--- src/hdl/srrb_pkg.sv ---
// shared types and constants for the selective repeat reorder buffer
package srrb_pkg;

    localparam int SEQ_W      = 32;
    localparam int PORT_W     = 16;
    localparam int HANDLE_W   = 16;
    localparam int IN_DATA_W  = 80;
    localparam int OUT_DATA_W = 120;

    localparam logic ALU_SUB = 1'b0;
    localparam logic ALU_INC = 1'b1;

    typedef struct packed {
        logic wr;
        logic clr;
    } t_slot_ctl;

endpackage

--- src/hdl/srrb_alu.sv ---
// shared 32 bit adder used for window distance, ack number and sequence advance
module srrb_alu (
    input  logic                      i_op,
    input  logic [srrb_pkg::SEQ_W-1:0] i_a,
    input  logic [srrb_pkg::SEQ_W-1:0] i_b,
    output logic [srrb_pkg::SEQ_W-1:0] o_y,
    output logic                      o_carry
);

    logic [srrb_pkg::SEQ_W-1:0] w_b;
    logic                       w_cin;

    always_comb begin
        case (i_op)
            srrb_pkg::ALU_SUB: begin
                w_b   = ~i_b;
                w_cin = 1'b1;
            end
            srrb_pkg::ALU_INC: begin
                w_b   = '0;
                w_cin = 1'b1;
            end
            default: begin
                w_b   = '0;
                w_cin = 1'b0;
            end
        endcase
    end

    assign {o_carry, o_y} = {1'b0, i_a} + {1'b0, w_b} + {{srrb_pkg::SEQ_W{1'b0}}, w_cin};

endmodule

--- src/hdl/srrb_slot_store.sv ---
// slot storage: valid bits and payload handles of the receive window
module srrb_slot_store #(
    parameter int WINDOW_SLOTS = 8,
    parameter int SLOT_W       = 3
) (
    input  logic                          i_clk,
    input  logic                          i_rst_n,
    input  srrb_pkg::t_slot_ctl           i_ctl,
    input  logic [SLOT_W-1:0]             i_wr_idx,
    input  logic [srrb_pkg::HANDLE_W-1:0] i_wr_handle,
    input  logic [SLOT_W-1:0]             i_rd_idx,
    input  logic [SLOT_W-1:0]             i_nx_idx,
    output logic [srrb_pkg::HANDLE_W-1:0] o_rd_handle,
    output logic                          o_rd_valid,
    output logic                          o_nx_valid
);

    logic [WINDOW_SLOTS-1:0]         r_valid;
    logic [srrb_pkg::HANDLE_W-1:0]   r_handle [WINDOW_SLOTS];

    always_ff @(posedge i_clk) begin
        if (!i_rst_n) begin
            r_valid <= '0;
        end else begin
            if (i_ctl.wr) begin
                r_valid[i_wr_idx] <= 1'b1;
            end
            if (i_ctl.clr) begin
                r_valid[i_rd_idx] <= 1'b0;
            end
        end
    end

    always_ff @(posedge i_clk) begin
        if (i_ctl.wr) begin
            r_handle[i_wr_idx] <= i_wr_handle;
        end
    end

    assign o_rd_handle = r_handle[i_rd_idx];
    assign o_rd_valid  = r_valid[i_rd_idx];
    assign o_nx_valid  = r_valid[i_nx_idx];

endmodule

--- src/hdl/selective_repeat_reorder_buffer_unit.sv ---
// receive window top level: sequencer, window state and result register
// the ack item is built in the S_ACK state from the registered input item and loaded into the result register
// each in-order delivery then follows from the S_DLV state, up to WINDOW_SLOTS of them
// the shared adder sequencer takes a new input item only in S_IDLE, after the ack and all deliveries of the last one
// a full result register stalls the sequencer until the item is taken
// synchronous active-low reset clears expected sequence, slot valid bits and output valid
module selective_repeat_reorder_buffer_unit #(
    parameter int WINDOW_SLOTS = 8
) (
    input  logic                             i_clk,
    input  logic                             i_rst_n,
    input  logic                             i_s_tvalid,
    output logic                             o_s_tready,
    // seq_num, src_port, dst_port, payload_handle
    input  logic [srrb_pkg::IN_DATA_W-1:0]   i_s_tdata,
    output logic                             o_m_tvalid,
    input  logic                             i_m_tready,
    // ack_num, reply_src_port, reply_dst_port, beyond_window, out_handle, out_seq, zero pad
    output logic [srrb_pkg::OUT_DATA_W-1:0]  o_m_tdata,
    // kind
    output logic                             o_m_tuser,
    output logic                             o_m_tlast
);

    localparam int SLOT_W = (WINDOW_SLOTS > 1) ? $clog2(WINDOW_SLOTS) : 1;
    localparam int SEQ_W  = srrb_pkg::SEQ_W;
    localparam int PORT_W = srrb_pkg::PORT_W;
    localparam int HND_W  = srrb_pkg::HANDLE_W;
    localparam int PAD_W  = srrb_pkg::OUT_DATA_W - (2 * SEQ_W + 2 * PORT_W + 1 + HND_W);

    localparam logic [1:0] S_IDLE = 2'd0;
    localparam logic [1:0] S_ACK  = 2'd1;
    localparam logic [1:0] S_DLV  = 2'd2;

    logic [1:0]        r_state, n_state;
    logic [SEQ_W-1:0]  r_seq;
    logic [PORT_W-1:0] r_sport, r_dport;
    logic [HND_W-1:0]  r_handle;
    logic [SEQ_W-1:0]  r_dist;
    logic              r_nowrap;
    logic [SEQ_W-1:0]  r_exp;
    logic [SLOT_W-1:0] r_exp_slot;

    logic              r_ovalid;
    logic              r_kind, r_beyond, r_last;
    logic [SEQ_W-1:0]  r_ack, r_oseq;
    logic [PORT_W-1:0] r_rsrc, r_rdst;
    logic [HND_W-1:0]  r_ohandle;

    logic              w_op;
    logic [SEQ_W-1:0]  w_a, w_y;
    logic              w_carry;
    logic              w_accept, w_load;
    logic              w_inside, w_beyond;
    logic [SLOT_W:0]   w_sum;
    logic [SLOT_W-1:0] w_wr_idx, w_nx_slot;
    logic              w_ack_last, w_dlv_last;
    logic [HND_W-1:0]  w_rd_handle;
    logic              w_rd_valid, w_nx_valid;
    srrb_pkg::t_slot_ctl w_ctl;

    assign w_accept = i_s_tvalid && o_s_tready;
    assign w_load   = !r_ovalid || i_m_tready;
    assign o_s_tready = (r_state == S_IDLE);

    always_comb begin
        case (r_state)
            S_IDLE: begin
                w_op = srrb_pkg::ALU_SUB;
                w_a  = i_s_tdata[SEQ_W-1:0];
            end
            S_ACK: begin
                w_op = srrb_pkg::ALU_INC;
                w_a  = r_seq;
            end
            S_DLV: begin
                w_op = srrb_pkg::ALU_INC;
                w_a  = r_exp;
            end
            default: begin
                w_op = srrb_pkg::ALU_INC;
                w_a  = r_exp;
            end
        endcase
    end

    srrb_alu u_alu (
        .i_op    (w_op),
        .i_a     (w_a),
        .i_b     (r_exp),
        .o_y     (w_y),
        .o_carry (w_carry)
    );

    assign w_inside = (r_dist < SEQ_W'(WINDOW_SLOTS));
    assign w_beyond = !w_inside && !r_dist[SEQ_W-1];

    // slot of an in-window segment: expected slot plus distance, or the low sequence bits when the subtraction wrapped
    assign w_sum = {1'b0, r_exp_slot} + {1'b0, r_dist[SLOT_W-1:0]};
    always_comb begin
        if (!r_nowrap) begin
            w_wr_idx = r_seq[SLOT_W-1:0];
        end else if (w_sum >= (SLOT_W+1)'(WINDOW_SLOTS)) begin
            w_wr_idx = SLOT_W'(w_sum - (SLOT_W+1)'(WINDOW_SLOTS));
        end else begin
            w_wr_idx = w_sum[SLOT_W-1:0];
        end
    end

    always_comb begin
        if (r_exp == {SEQ_W{1'b1}}) begin
            w_nx_slot = '0;
        end else if (r_exp_slot == SLOT_W'(WINDOW_SLOTS - 1)) begin
            w_nx_slot = '0;
        end else begin
            w_nx_slot = r_exp_slot + SLOT_W'(1);
        end
    end

    assign w_ctl.wr  = (r_state == S_ACK) && w_load && w_inside;
    assign w_ctl.clr = (r_state == S_DLV) && w_load;

    srrb_slot_store #(
        .WINDOW_SLOTS (WINDOW_SLOTS),
        .SLOT_W       (SLOT_W)
    ) u_slots (
        .i_clk       (i_clk),
        .i_rst_n     (i_rst_n),
        .i_ctl       (w_ctl),
        .i_wr_idx    (w_wr_idx),
        .i_wr_handle (r_handle),
        .i_rd_idx    (r_exp_slot),
        .i_nx_idx    (w_nx_slot),
        .o_rd_handle (w_rd_handle),
        .o_rd_valid  (w_rd_valid),
        .o_nx_valid  (w_nx_valid)
    );

    assign w_ack_last = !(w_inside && ((r_dist == '0) || w_rd_valid));
    assign w_dlv_last = !w_nx_valid;

    always_comb begin
        n_state = r_state;
        case (r_state)
            S_IDLE: begin
                if (w_accept) begin
                    n_state = S_ACK;
                end
            end
            S_ACK: begin
                if (w_load) begin
                    n_state = w_ack_last ? S_IDLE : S_DLV;
                end
            end
            S_DLV: begin
                if (w_load && w_dlv_last) begin
                    n_state = S_IDLE;
                end
            end
            default: begin
                n_state = S_IDLE;
            end
        endcase
    end

    always_ff @(posedge i_clk) begin
        if (!i_rst_n) begin
            r_state    <= S_IDLE;
            r_exp      <= '0;
            r_exp_slot <= '0;
            r_ovalid   <= 1'b0;
        end else begin
            r_state <= n_state;
            if ((r_state == S_DLV) && w_load) begin
                r_exp      <= w_y;
                r_exp_slot <= w_nx_slot;
            end
            if (((r_state == S_ACK) || (r_state == S_DLV)) && w_load) begin
                r_ovalid <= 1'b1;
            end else if (i_m_tready) begin
                r_ovalid <= 1'b0;
            end
        end
    end

    always_ff @(posedge i_clk) begin
        if (w_accept) begin
            r_seq    <= i_s_tdata[SEQ_W-1:0];
            r_sport  <= i_s_tdata[SEQ_W +: PORT_W];
            r_dport  <= i_s_tdata[SEQ_W+PORT_W +: PORT_W];
            r_handle <= i_s_tdata[SEQ_W+2*PORT_W +: HND_W];
            r_dist   <= w_y;
            r_nowrap <= w_carry;
        end
        if ((r_state == S_ACK) && w_load) begin
            r_kind    <= 1'b0;
            r_ack     <= w_y;
            r_rsrc    <= r_dport;
            r_rdst    <= r_sport;
            r_beyond  <= w_beyond;
            r_ohandle <= '0;
            r_oseq    <= '0;
            r_last    <= w_ack_last;
        end else if ((r_state == S_DLV) && w_load) begin
            r_kind    <= 1'b1;
            r_ack     <= '0;
            r_rsrc    <= '0;
            r_rdst    <= '0;
            r_beyond  <= 1'b0;
            r_ohandle <= w_rd_handle;
            r_oseq    <= r_exp;
            r_last    <= w_dlv_last;
        end
    end

    assign o_m_tvalid = r_ovalid;
    assign o_m_tuser  = r_kind;
    assign o_m_tlast  = r_last;
    assign o_m_tdata  = {{PAD_W{1'b0}}, r_oseq, r_ohandle, r_beyond, r_rdst, r_rsrc, r_ack};

endmodule

--- config.mk ---
export PLATFORM = sky130hd
export DESIGN_NAME = selective_repeat_reorder_buffer_unit
export DESIGN_NICKNAME = d
export VERILOG_FILES = /design/src/hdl/srrb_pkg.sv /design/src/hdl/srrb_alu.sv /design/src/hdl/srrb_slot_store.sv /design/src/hdl/selective_repeat_reorder_buffer_unit.sv
export SDC_FILE = /design/constraint.sdc
export NUM_CORES = 1
export LEC_CHECK = 0
export BUFFER_PORTS_ARGS = -buffer_cell sky130_fd_sc_hd__buf_2
export CORE_MARGIN = 2
export CORE_UTILIZATION = 30
export CTS_CLUSTER_DIAMETER = 50
export CTS_CLUSTER_SIZE = 12
export DETAILED_ROUTE_END_ITERATION = 8
export HOLD_SLACK_MARGIN = 0.02
export PLACE_DENSITY_LB_ADDON = 0.12
export SETUP_SLACK_MARGIN = 0.4
export SKIP_LAST_GASP = 1
export SLEW_MARGIN = 5
export SYNTH_ARGS = -nofsm -noshare
export SYNTH_HDL_FRONTEND = slang
export SYNTH_HIERARCHICAL = 1
export SYNTH_SLANG_ARGS = --single-unit
--- constraint.sdc ---
create_clock -name i_clk -period 9.6 [get_ports i_clk]
set_input_delay 0.48 -clock i_clk [delete_from_list [all_inputs] [get_ports i_clk]]
set_output_delay 0.48 -clock i_clk [all_outputs]
set_load 0.005 [all_outputs]
==> flow_summary.rst <==
.. list-table::
   :header-rows: 1

   * - Metric
     - Value
   * - Outcome
     - completed
   * - Vertical die dimension
     - around 240 microns
   * - Total via count after detailed routing
     - 10900
   * - Data arrival time of the critical path
     - 5.03 ns
   * - Worst relative slew slack
     - between 10% and 20%
   * - Startpoint class of the critical path
     - flip-flop
   * - Flip-flop cell with the highest count after synthesis
     - sky130_fd_sc_hd__edfxtp_1
   * - Count of routing violations after the opening detailed-route iteration
     - 584
   * - CTS Hold Buffers Added
     - 23
   * - Die extent in x
     - between 200 and 250 microns
   * - Clock slew at reported path FFs
     - 0.06 ns
   * - Hold_sp
     - i_s_tdata[67]
   * - Num ports
     - about 210
   * - Tot GR Track Use
     - 15.6%
   * - Tmin final
     - approximately 4.7 ns
   * - Capturing element type of the critical path
     - flip-flop
   * - Worst Hold Path EP
     - r_handle[3]$_DFFE_PP_
   * - Final slew viol count
     - 0
   * - Area inside the core boundary
     - 56200 sq um
   * - Standard-cell rows
     - 87
   * - Final-report setup violation count
     - 0
   * - Flip-flop and latch count after synthesis
     - 402
   * - Maximum frequency from static timing analysis
     - 0.213 GHz
   * - Area growth from synthesis to layout
     - 22.1%
   * - Sequential fraction of the synthesis area
     - 65.5%
   * - Cell count of the worst reg-to-reg path
     - 16
   * - Number of antenna violations at the first check in global routing
     - 1
   * - Final hold vios
     - 0
   * - Worst-Margin Slew
     - 1.21 ns
   * - Number of warnings reported in the yosys synthesis log
     - 6
   * - First-pass GRT wire length
     - 69.6 mm
   * - Launch instance of the worst register-to-register path
     - r_state[0]$_SDFFE_PN0P_
   * - Drt pass-1 iters
     - 4
   * - Leakage power
     - between 0.007 and 0.008 uW
   * - Post-CTS setup buffer count
     - 0
   * - Commonest non-fill, non-tap cells in the layout
     - 307 x sky130_fd_sc_hd__edfxtp_1, 249 x sky130_fd_sc_hd__nand2_1, 200 x sky130_fd_sc_hd__buf_2
   * - Largest net degree at the start of global routing
     - 84
   * - CTS buffer count
     - between 50 and 60
   * - Initial cell density of the core
     - 30.2%
   * - Post-route setup TNS
     - 0 ns
   * - N_diodes
     - 0
   * - Clock insertion delay at the later pin of the skew report
     - 0.60 ns
   * - Post-route fraction of the period consumed by the critical path
     - 48.8%
   * - Average vias per placed instance
     - 4.73
   * - Top cell type by total area after synthesis
     - sky130_fd_sc_hd__edfxtp_1
   * - Wirelength per Cell
     - about 20 microns
   * - Largest voltage drop on the vdd net
     - 0.000143 V
   * - Max Cap Viol
     - 0
   * - Power per Cell Area
     - approximately 210 nW/um^2
   * - Post-CTS Resized
     - 0
   * - Most common cell after layout, fill and taps aside
     - sky130_fd_sc_hd__edfxtp_1
   * - Worst-case clock skew
     - 0.0242 ns
   * - Total number of clock tree sinks
     - 402
   * - Unique cell type count in the Yosys netlist
     - 67
   * - Number of input and output port buffers inserted
     - 200
   * - Total power
     - 4360 uW
   * - Register cell area after layout
     - 11100 sq um
   * - PnR worst setup slack
     - around 5 ns
   * - Antenna violation net count after detailed routing
     - 0
   * - Aggregate global routing overflow
     - 0
   * - Cell at the root of the clock tree
     - sky130_fd_sc_hd__clkbuf_16
   * - Number of H-tree levels
     - 2
   * - Internal reg-to-reg setup slack
     - 4.91 ns
   * - Count of filler cells inserted in the layout
     - between 5000 and 6000
   * - Proportion of netlist area held by the largest area contributor
     - 54.3%
   * - Fraction of layout cells with a size suffix above 1
     - between 20% and 30%
   * - Aggregate routed wire length
     - 46.2 mm
   * - DRC violations left
     - 0
   * - Setup repair after global routing missed its margin
     - no
   * - TritonCTS clock tree
     - done
   * - Vias in the first global route
     - 10900
   * - Total number of nets in the final design
     - 1635
   * - EDFF count, synth
     - 307
   * - FF-to-FF End
     - r_ack[28]$_SDFFCE_PN0P_
   * - Hold depth
     - 1
   * - Worst setup slack after placement
     - 4.93 ns
   * - Worst hold path class
     - in -> reg
   * - Post-synthesis instance total
     - 1286
   * - Gpl congestion
     - just over 0.8
   * - Cell area after technology mapping
     - roughly 17000 sq um
   * - Detail Placement HPWL
     - 28.6 mm
   * - Avg Synthesized Cell Area
     - 13.2 sq um
   * - Required time at the endpoint of the critical path
     - roughly 10 ns
   * - Buffer depth of the longest clock path
     - 3
   * - Post-synthesis async set-or-reset flop share
     - 0%
   * - Path type of the worst setup path
     - reg -> reg
   * - Die Footprint
     - 58500 sq um
   * - Area used by multi-input combinational logic
     - 5500 sq um
   * - Top area cells in the synthesized netlist
     - sky130_fd_sc_hd__edfxtp_1 54%, sky130_fd_sc_hd__dfxtp_1 11%, sky130_fd_sc_hd__nand2_1 5.5%, sky130_fd_sc_hd__mux4_1 4.5%, sky130_fd_sc_hd__a21oi_1 3.2%
   * - CP max FO
     - 32
-- how the worst max path moves through the flow --
stage                                   end  slack (ns)                     from
global placement    r_ack[28]$_SDFFCE_PN0P_        5.02  r_state[0]$_SDFFE_PN0P_
finish              r_ack[28]$_SDFFCE_PN0P_        4.91  r_state[0]$_SDFFE_PN0P_
detailed placement  r_ack[28]$_SDFFCE_PN0P_        4.93  r_state[0]$_SDFFE_PN0P_
floorplan               r_dist[0]$_DFFE_PP_        5.45  r_state[0]$_SDFFE_PN0P_
CTS                 r_ack[28]$_SDFFCE_PN0P_        4.90  r_state[0]$_SDFFE_PN0P_
global route        r_ack[28]$_SDFFCE_PN0P_        4.67  r_state[0]$_SDFFE_PN0P_
-- cell usage after synthesis, types with 3 or more instances --
cell and number:
sky130_fd_sc_hd__mux4_1 29, sky130_fd_sc_hd__nor4bb_1 3, sky130_fd_sc_hd__buf_1 3, sky130_fd_sc_hd__nor3_1 11, sky130_fd_sc_hd__buf_4 10, sky130_fd_sc_hd__o21ai_0 7, sky130_fd_sc_hd__and2_1 6, sky130_fd_sc_hd__mux4_2 7
sky130_fd_sc_hd__edfxtp_1 307, sky130_fd_sc_hd__o21ai_1 9, sky130_fd_sc_hd__a32o_1 3, sky130_fd_sc_hd__ha_1 38, sky130_fd_sc_hd__nand3_1 5, sky130_fd_sc_hd__xor2_1 9, sky130_fd_sc_hd__nand2b_1 7, sky130_fd_sc_hd__nand4_1 14
sky130_fd_sc_hd__nor4_1 10, sky130_fd_sc_hd__nor2_1 56, sky130_fd_sc_hd__nor2b_1 4, sky130_fd_sc_hd__mux2_2 19, sky130_fd_sc_hd__and4b_1 4, sky130_fd_sc_hd__inv_1 14, sky130_fd_sc_hd__xnor2_1 23, sky130_fd_sc_hd__and3_1 71
sky130_fd_sc_hd__clkbuf_1 27, sky130_fd_sc_hd__a21o_1 16, sky130_fd_sc_hd__buf_6 3, sky130_fd_sc_hd__a22oi_1 32, sky130_fd_sc_hd__buf_2 32, sky130_fd_sc_hd__dfxtp_1 95, sky130_fd_sc_hd__a21oi_1 110, sky130_fd_sc_hd__nand2_1 250
sky130_fd_sc_hd__o221a_2 8
-- cell type report --
class	count	area share (%)
Clock buffer	70	6.80
Inverter	16	0.290
Sequential cell	402	53.6
Tap cell	756	4.56
Clock inverter	28	1.56
Timing Repair Buffer	242	6.64
Multi-Input combinational cell	797	26.5
-- per-layer routing --
metal / vias up / global-route usage, % / wire (microns)
met5: - / 0 / 8
met4: 2 / 3.92 / 881
met3: 56 / 3.15 / 1920
met2: 223 / 26.5 / 22900
met1: 5408 / 20.3 / 20500
li1: 5241 / - / -
-- sequential cells by signal (all words and copies together), names as in the netlist --
signal,flops
u_slots/r_handle,128
r_ack,32
r_dist,32
r_exp,32
r_oseq,32
r_seq,32
r_dport,16
r_handle,16
r_ohandle,16
r_rdst,16
r_rsrc,16
r_sport,16
u_slots/r_valid,8
r_exp_slot,3
r_state,2
o_m_tlast,1
o_m_tuser,1
o_m_tvalid,1
r_beyond,1
r_nowrap,1
-- cell families after synthesis --
| family | Yosys count | share of synthesized area, % |
|---|---|---|
| AOI/OAI and AO/OA | 211 | 7.98 |
| xor gates and xnor gates | 32 | 1.65 |
| adders and majority gates | 40 | 3.04 |
| buffers and inverters | 93 | 2.81 |
| DFF | 402 | 65.5 |
| muxes | 55 | 6.67 |
| other | 1 | 0.0221 |
| and+or+nand+nor | 452 | 12.4 |
-- per-stage QoR --
| stage | hold slack (ns) | util (%) | instance area [sq um] | std cells |
|---|---|---|---|---|
| finish | 0.0570 | 36.9 | 20700 | 2311 |
| global route | 0.0215 | 36.9 | 20700 | 2311 |
| CTS | 0.0208 | 36.9 | 20700 | 2310 |
| detailed placement | 0.445 | 33.4 | 18800 | 2189 |
| global placement | 0.443 | 33.4 | 18800 | 2189 |
| floorplan | 0.450 | - | 17000 | 1292 |
-- power by group --
| part | leakage (uW) | internal [uW] | switching, uW |
|---|---|---|---|
| clock network | 0.000834 | 1140 | 791 |
| registers | 0.00365 | 1970 | 28.8 |
| logic | 0.00330 | 158 | 275 |
-- critical path, stage by stage (launching register included) --
cell	delay [ns]
sky130_fd_sc_hd__dfxtp_1	0.37
sky130_fd_sc_hd__inv_1	0.09
sky130_fd_sc_hd__ha_2	0.19
sky130_fd_sc_hd__inv_1	0.87
sky130_fd_sc_hd__or2_2	0.26
sky130_fd_sc_hd__ha_1	0.15
sky130_fd_sc_hd__inv_1	0.05
sky130_fd_sc_hd__fa_1	0.40
sky130_fd_sc_hd__a21o_1	0.22
sky130_fd_sc_hd__a221o_1	0.35
sky130_fd_sc_hd__a31oi_2	0.27
sky130_fd_sc_hd__o21ai_2	0.12
sky130_fd_sc_hd__a211o_1	0.33
sky130_fd_sc_hd__o41ai_4	0.30
sky130_fd_sc_hd__o21ai_2	0.12
sky130_fd_sc_hd__xor2_1	0.18
sky130_fd_sc_hd__and3_1	0.16
No activity file was read; power rests on OpenSTA's default activity.
